[config.mk]
export PLATFORM = sky130hd
export DESIGN_NAME = mcdr_cordic
export DESIGN_NICKNAME = d
export VERILOG_FILES = /design/src/rtl/mcdr_pkg.sv /design/src/rtl/mcdr_cordic.sv
export SDC_FILE = /design/constraint.sdc
export NUM_CORES = 1
export LEC_CHECK = 0
export BUFFER_PORTS_ARGS = -buffer_cell sky130_fd_sc_hd__buf_2
export CORE_MARGIN = 2
export CORE_UTILIZATION = 50
export DETAILED_ROUTE_END_ITERATION = 8
export PLACE_DENSITY = 0.71
export SYNTH_ARGS = -nofsm -noshare
export SYNTH_HDL_FRONTEND = slang
export SYNTH_SLANG_ARGS = --single-unit
[constraint.sdc]
create_clock -name clk -period 10.2 [get_ports clk]
set_input_delay 3.06 -clock clk [delete_from_list [all_inputs] [get_ports clk]]
set_output_delay 3.06 -clock clk [all_outputs]
set_load 0.02 [all_outputs]
[src/rtl/mcdr_pkg.sv]
// Shared constants, command codes and the CORDIC arctangent table for the
// motor command dead reckoning block. No dependencies.
`timescale 1ns / 1ps

package mcdr_pkg;

    // Build-time configuration
    localparam int CORDIC_STEPS  = 16;
    localparam int POSITION_BITS = 32;

    // CORDIC sizing
    localparam int ATAN_ENTRIES = 30;
    localparam int CORDIC_ITERS = (CORDIC_STEPS > ATAN_ENTRIES) ? ATAN_ENTRIES : CORDIC_STEPS;
    localparam int STEP_W       = $clog2(CORDIC_ITERS);
    localparam int ATAN_IDX_W   = $clog2(ATAN_ENTRIES);
    localparam int CS_W         = 34;   // Q2.30 cosine/sine with guard bits
    localparam int Z_W          = 33;   // residual angle accumulator
    localparam logic signed [CS_W-1:0] INV_GAIN_Q30 = 34'sd652032874;

    // Distance and displacement widths
    localparam int DIST_W = 40;         // scaled distance, Q24.16
    localparam int MAG_W  = 42;         // one displacement magnitude

    // Command codes
    localparam logic [2:0] KIND_FORWARD = 3'd0;
    localparam logic [2:0] KIND_BACK    = 3'd1;
    localparam logic [2:0] KIND_LEFT    = 3'd2;
    localparam logic [2:0] KIND_RIGHT   = 3'd3;

    // Configuration register indexes
    localparam int CFG_ADDR_W = 1;
    localparam logic [CFG_ADDR_W-1:0] REG_DISTANCE_GAIN = 1'b0;
    localparam logic [CFG_ADDR_W-1:0] REG_TURN_GAIN     = 1'b1;

    // Arctangent of 2^-i in binary-angle units
    function automatic logic [31:0] atan_entry(input logic [ATAN_IDX_W-1:0] idx);
        logic [31:0] v;
        case (idx)
            5'd0:    v = 32'h2000_0000;
            5'd1:    v = 32'h12E4_051E;
            5'd2:    v = 32'h09FB_385B;
            5'd3:    v = 32'h0511_11D4;
            5'd4:    v = 32'h028B_0D43;
            5'd5:    v = 32'h0145_D7E1;
            5'd6:    v = 32'h00A2_F61E;
            5'd7:    v = 32'h0051_7C55;
            5'd8:    v = 32'h0028_BE53;
            5'd9:    v = 32'h0014_5F2F;
            5'd10:   v = 32'h000A_2F98;
            5'd11:   v = 32'h0005_17CC;
            5'd12:   v = 32'h0002_8BE6;
            5'd13:   v = 32'h0001_45F3;
            5'd14:   v = 32'h0000_A2FA;
            5'd15:   v = 32'h0000_517D;
            5'd16:   v = 32'h0000_28BE;
            5'd17:   v = 32'h0000_145F;
            5'd18:   v = 32'h0000_0A30;
            5'd19:   v = 32'h0000_0518;
            5'd20:   v = 32'h0000_028C;
            5'd21:   v = 32'h0000_0146;
            5'd22:   v = 32'h0000_00A3;
            5'd23:   v = 32'h0000_0051;
            5'd24:   v = 32'h0000_0029;
            5'd25:   v = 32'h0000_0014;
            5'd26:   v = 32'h0000_000A;
            5'd27:   v = 32'h0000_0005;
            5'd28:   v = 32'h0000_0003;
            5'd29:   v = 32'h0000_0001;
            default: v = 32'h0000_0000;
        endcase
        return v;
    endfunction

endpackage

[src/rtl/mcdr_cordic.sv]
// Iterative rotation-mode CORDIC: one micro-rotation per cycle, then a
// quadrant fix-up. Depends on mcdr_pkg.
`timescale 1ns / 1ps

module mcdr_cordic (
    input  logic                                 clk,
    input  logic                                 rst_n,
    input  logic                                 start,
    input  logic [31:0]                          angle,
    output logic                                 done,
    output logic signed [mcdr_pkg::CS_W-1:0]     cos_out,
    output logic signed [mcdr_pkg::CS_W-1:0]     sin_out
);

    typedef enum logic [1:0] {C_IDLE, C_RUN, C_ROT} cstate_t;

    cstate_t                                state_reg;
    logic [mcdr_pkg::STEP_W-1:0]            step_reg;
    logic [1:0]                             quad_reg;
    logic signed [mcdr_pkg::CS_W-1:0]       x_reg;
    logic signed [mcdr_pkg::CS_W-1:0]       y_reg;
    logic signed [mcdr_pkg::Z_W-1:0]        z_reg;
    logic signed [mcdr_pkg::CS_W-1:0]       cos_reg;
    logic signed [mcdr_pkg::CS_W-1:0]       sin_reg;
    logic                                   done_reg;

    logic [31:0]                            quad_sum;
    logic [1:0]                             quad_in;
    logic [31:0]                            residual;
    logic signed [mcdr_pkg::CS_W-1:0]       x_shift;
    logic signed [mcdr_pkg::CS_W-1:0]       y_shift;
    logic signed [mcdr_pkg::Z_W-1:0]        atan_z;

    // Split the angle into a quadrant and a signed residual
    assign quad_sum = angle + 32'h2000_0000;
    assign quad_in  = quad_sum[31:30];
    assign residual = angle - {quad_in, 30'b0};

    // Shared shifter and table lookup for the current step
    always_comb
    begin
        x_shift = x_reg >>> step_reg;
        y_shift = y_reg >>> step_reg;
        atan_z  = signed'(mcdr_pkg::Z_W'(
                      mcdr_pkg::atan_entry(mcdr_pkg::ATAN_IDX_W'(step_reg))));
    end

    // Sequence the micro-rotations and the quadrant fix-up
    always_ff @(posedge clk or negedge rst_n)
    begin
        if (!rst_n)
        begin
            state_reg <= C_IDLE;
            step_reg  <= '0;
            quad_reg  <= '0;
            x_reg     <= '0;
            y_reg     <= '0;
            z_reg     <= '0;
            cos_reg   <= '0;
            sin_reg   <= '0;
            done_reg  <= 1'b0;
        end
        else
        begin
            // pulse done for one cycle as the fix-up lands
            done_reg <= (state_reg == C_ROT);
            case (state_reg)
                C_IDLE:
                begin
                    if (start)
                    begin
                        quad_reg  <= quad_in;
                        z_reg     <= mcdr_pkg::Z_W'(signed'(residual));
                        x_reg     <= mcdr_pkg::INV_GAIN_Q30;
                        y_reg     <= '0;
                        step_reg  <= '0;
                        state_reg <= C_RUN;
                    end
                end
                C_RUN:
                begin
                    if (!z_reg[mcdr_pkg::Z_W-1])
                    begin
                        x_reg <= x_reg - y_shift;
                        y_reg <= y_reg + x_shift;
                        z_reg <= z_reg - atan_z;
                    end
                    else
                    begin
                        x_reg <= x_reg + y_shift;
                        y_reg <= y_reg - x_shift;
                        z_reg <= z_reg + atan_z;
                    end
                    if (step_reg == mcdr_pkg::STEP_W'(mcdr_pkg::CORDIC_ITERS - 1))
                        state_reg <= C_ROT;
                    else
                        step_reg <= step_reg + 1'b1;
                end
                C_ROT:
                begin
                    case (quad_reg)
                        2'd0:
                        begin
                            cos_reg <= x_reg;
                            sin_reg <= y_reg;
                        end
                        2'd1:
                        begin
                            cos_reg <= -y_reg;
                            sin_reg <= x_reg;
                        end
                        2'd2:
                        begin
                            cos_reg <= -x_reg;
                            sin_reg <= -y_reg;
                        end
                        default:
                        begin
                            cos_reg <= y_reg;
                            sin_reg <= -x_reg;
                        end
                    endcase
                    state_reg <= C_IDLE;
                end
                default:
                    state_reg <= C_IDLE;
            endcase
        end
    end

    assign done    = done_reg;
    assign cos_out = cos_reg;
    assign sin_out = sin_reg;

endmodule

==> impl_metrics.yaml <==
global_route:
  grt_max_degree: 101
  grt_pass1_vias: 19764
  antenna_found_initial: 0
  overflow: 0
  grt_pass1_wl_um: 113300
  grt_use_total_pct: 32.83
status:
  outcome: "complete, no violations"
detailed_routing:
  drt_iter0_drc: 2381
  via_count: 20774
  drt.antenna.violating_nets: 0
  avgViaCountPerCell: 6.641
  drc: 0
  wl_um: 72490
  drt_pre_antenna_iters: 6
  wire_per_inst_um: 23.17
worst_setup_path:
  worstPathCellList: "buf_4 > mux4_1 > mux4_2 > a2111oi_2 > nand2_1 > o31ai_1 > xor2_1 > ha_1 > nand4_1 > nor4_1 > o21ai_0 > a2111oi_0 > o21a_1 > a21oi_1 > o21ai_0 > xnor2_1 > o31ai_1 > a31o_1"
  critical_path_class: "reg -> reg"
  worst_setup_path_end_kind: "flip-flop"
  cp_top_family: "compound AO/OA/AOI/OAI gates"
  path_buf_inv: 1
  slowest_stage: "dfrtp_4"
  slowest_delay_ps: 740
  cp_data_arrival_time_ps: 6970
  crit_fanout: 48
  startpoint_type: "flip-flop"
  worstPathRequired_ps: 10590
sta:
  setup_violations: 0
  fmax_ghz: 0.1520
  maxSlewViolCount: 0
  max_slew_margin_pct: 22.93
  rsz0062_at_grt: "no"
  min_period_over_period_pct: 64.48
  fin_setup_tns_ps: 0
  tightestPinTransition_ps: 1153
  final.min_clock_period_ps: 6577
  hold_violations: 0
  fin_worst_skew_ps: 13.51
cts:
  clkLatencyLatePin_ps: 510
  cts_tree: "done"
  root_buffer: "clkbuf_16"
  cts.sinks: 178
  htreeDepth: 4
  ctsHoldBuffers: 0
  cts.path.max_buffers: 2
  cts_resized: 0
  post-cts-setup-buffers: 0
  clkTransAtPathRegs_ps: 80
  cts_buffers: 17
logic_synthesis:
  yosysSeqAreaShare_pct: 20.78
  synth-edff-count: 0
  ys_ff_latch: 178
  synth.avg_cell_area_um2: 8.159
  yosysUniqueCellTypes: 98
  synthArstFlopShare_pct: 100.0
  dominantRegCellSynth: "dfrtp_1"
  synthCells: 2627
  syn_nets: 2778
  syn-cell-area_um2: 21430
  yosysWarnings: 0
floorplanning:
  die_y_um: 211.0
  fp.dieArea_um2: 44540
  core_area_um2: 42130
  rows: 75
  die_w_um: 211.0
  start_util_pct: 50.87
  io-pin-count: 104
job:
  cap_viol_max_count: 0
cells_and_area:
  multi_input_area_um2: 15840
  area_growth_pct: 5.388
  regArea_um2: 4476
  fin_nets: 2727
  layout-drive-gt1-share_pct: 14.68
  n_fill_cell: 3929
  num_antenna_cells: 0
place:
  hpwl_um: 52600
  port_buffers: 103
  globalplace.congestion: 0.9899
min_path:
  hold_class: "reg -> reg"
area by class of cell:
type / instances / share of cell area (%)
Clock buffer: 19 / 1.961
Inverter: 59 / 0.9804
Clock inverter: 13 / 0.5040
Sequential cell: 178 / 19.81
Timing Repair Buffer: 143 / 3.650
Tap cell: 539 / 2.985
Multi-Input combinational cell: 2177 / 70.11
cells in the mapped netlist (26+ instances only):
| cell | n | share of area (%) |
|---|---|---|
| a21o_1 | 45 | 1.6 |
| a21oi_1 | 233 | 5.4 |
| a31oi_1 | 45 | 1.3 |
| clkbuf_1 | 147 | 2.6 |
| dfrtp_1 | 178 | 21 |
| ha_1 | 113 | 6.6 |
| inv_1 | 53 | 0.93 |
| mux2_2 | 29 | 1.5 |
| mux2i_1 | 80 | 3.7 |
| mux4_2 | 113 | 12 |
| nand2_1 | 359 | 6.3 |
| nand3_1 | 58 | 1.4 |
| nor2_1 | 205 | 3.6 |
| nor2b_1 | 27 | 0.79 |
| nor3_1 | 64 | 1.5 |
| o21ai_0 | 167 | 3.9 |
| o31ai_1 | 26 | 0.91 |
| or3_1 | 26 | 0.76 |
| xnor2_1 | 100 | 4.1 |
| xor2_1 | 94 | 3.8 |
tightest hold or removal path, cell delays in order, from the launching register on:
cell	delay, ps
dfrtp_1	350
nand2_1	50
nand2_1	50
cell families (layout without fill, tap and decap cells):
family | count (synthesis) | count (layout) | synth area share [%]
AND/OR/NAND/NOR | 885 | 885 | 19.26
AO/OA/AOI/OAI | 755 | 755 | 22.21
buffers and inverters | 272 | 234 | 5.464
multiplexers | 227 | 227 | 17.48
XOR/XNOR | 194 | 194 | 7.927
flip-flops | 178 | 178 | 20.78
adder cells (fa/ha/maj) | 116 | 116 | 6.876
cells in the final DEF, fill, tap and decap left out, types with 11 or more instances in the layout:
master / Yosys / final
inv_1: 53 / 52
or2_2: 17 / 17
nand2b_1: 23 / 22
o22a_1: 12 / 12
dfrtp_1: 178 / 171
xnor2_1: 100 / 100
o21bai_1: 11 / 11
xor2_1: 94 / 94
a21o_1: 45 / 45
o21ai_1: 14 / 14
o21a_1: 15 / 15
nor2b_1: 27 / 25
nand3_1: 58 / 58
a31oi_1: 45 / 45
nor2_1: 205 / 204
or3_1: 26 / 26
and3_1: 20 / 20
ha_1: 113 / 113
o22ai_1: 25 / 25
o21ai_0: 167 / 167
a21oi_1: 233 / 233
buf_4: 12 / 40
mux2_2: 29 / 29
and2_1: 21 / 21
o211ai_1: 18 / 18
clkbuf_16: 0 / 17
nand4_1: 11 / 11
a211oi_1: 23 / 23
o31ai_1: 26 / 26
mux2i_1: 80 / 80
nor3_1: 64 / 64
buf_2: 24 / 102
mux4_2: 113 / 113
nand2_1: 359 / 358
metal layers:
metal	global-route usage, %	up-vias	wire, um
met1	42.17	10048	29560
met3	7.612	201	6461
met2	51.61	970	32820
li1	-	9555	-
met4	17.07	0	3647
met5	0	-	0
per-stage QoR:
| stage | util [%] | cell area [um^2] | setup WS [ps] | hold WS [ps] | instances |
|---|---|---|---|---|---|
| floorplan | - | 21430 | 4469 | 511.7 | 2627 |
| global placement | 52.29 | 22030 | 3790 | 450.8 | 3096 |
| detailed placement | 52.29 | 22030 | 3689 | 458.9 | 3096 |
| CTS | 53.61 | 22590 | 3650 | 478.7 | 3128 |
| global route | 53.61 | 22590 | 3159 | 500.7 | 3128 |
| finish | 53.61 | 22590 | 3623 | 473.1 | 3128 |
final timing paths:
path,startpoint,endpoint,slack (ps),cells past startpoint
worst min-delay path,cos_out[9]$_DFFE_PN0P_,cos_out[9]$_DFFE_PN0P_,470,2
worst max register to register,step_reg[3]$_DFFE_PN0P_,x_reg[33]$_DFFE_PN0P_,3620,18
max in group asynchronous,rst_n,z_reg[32]$_DFFE_PN0P_,6250,2
worst min register to register,cos_out[9]$_DFFE_PN0P_,cos_out[9]$_DFFE_PN0P_,470,2
min in group asynchronous,rst_n,cos_out[16]$_DFFE_PN0P_,2620,1
worst max-delay path,step_reg[3]$_DFFE_PN0P_,x_reg[33]$_DFFE_PN0P_,3620,18
Power is left out: the tool's default activity adds up to more than one toggle a clock period on the data nets, which glitch-free logic cannot reach.
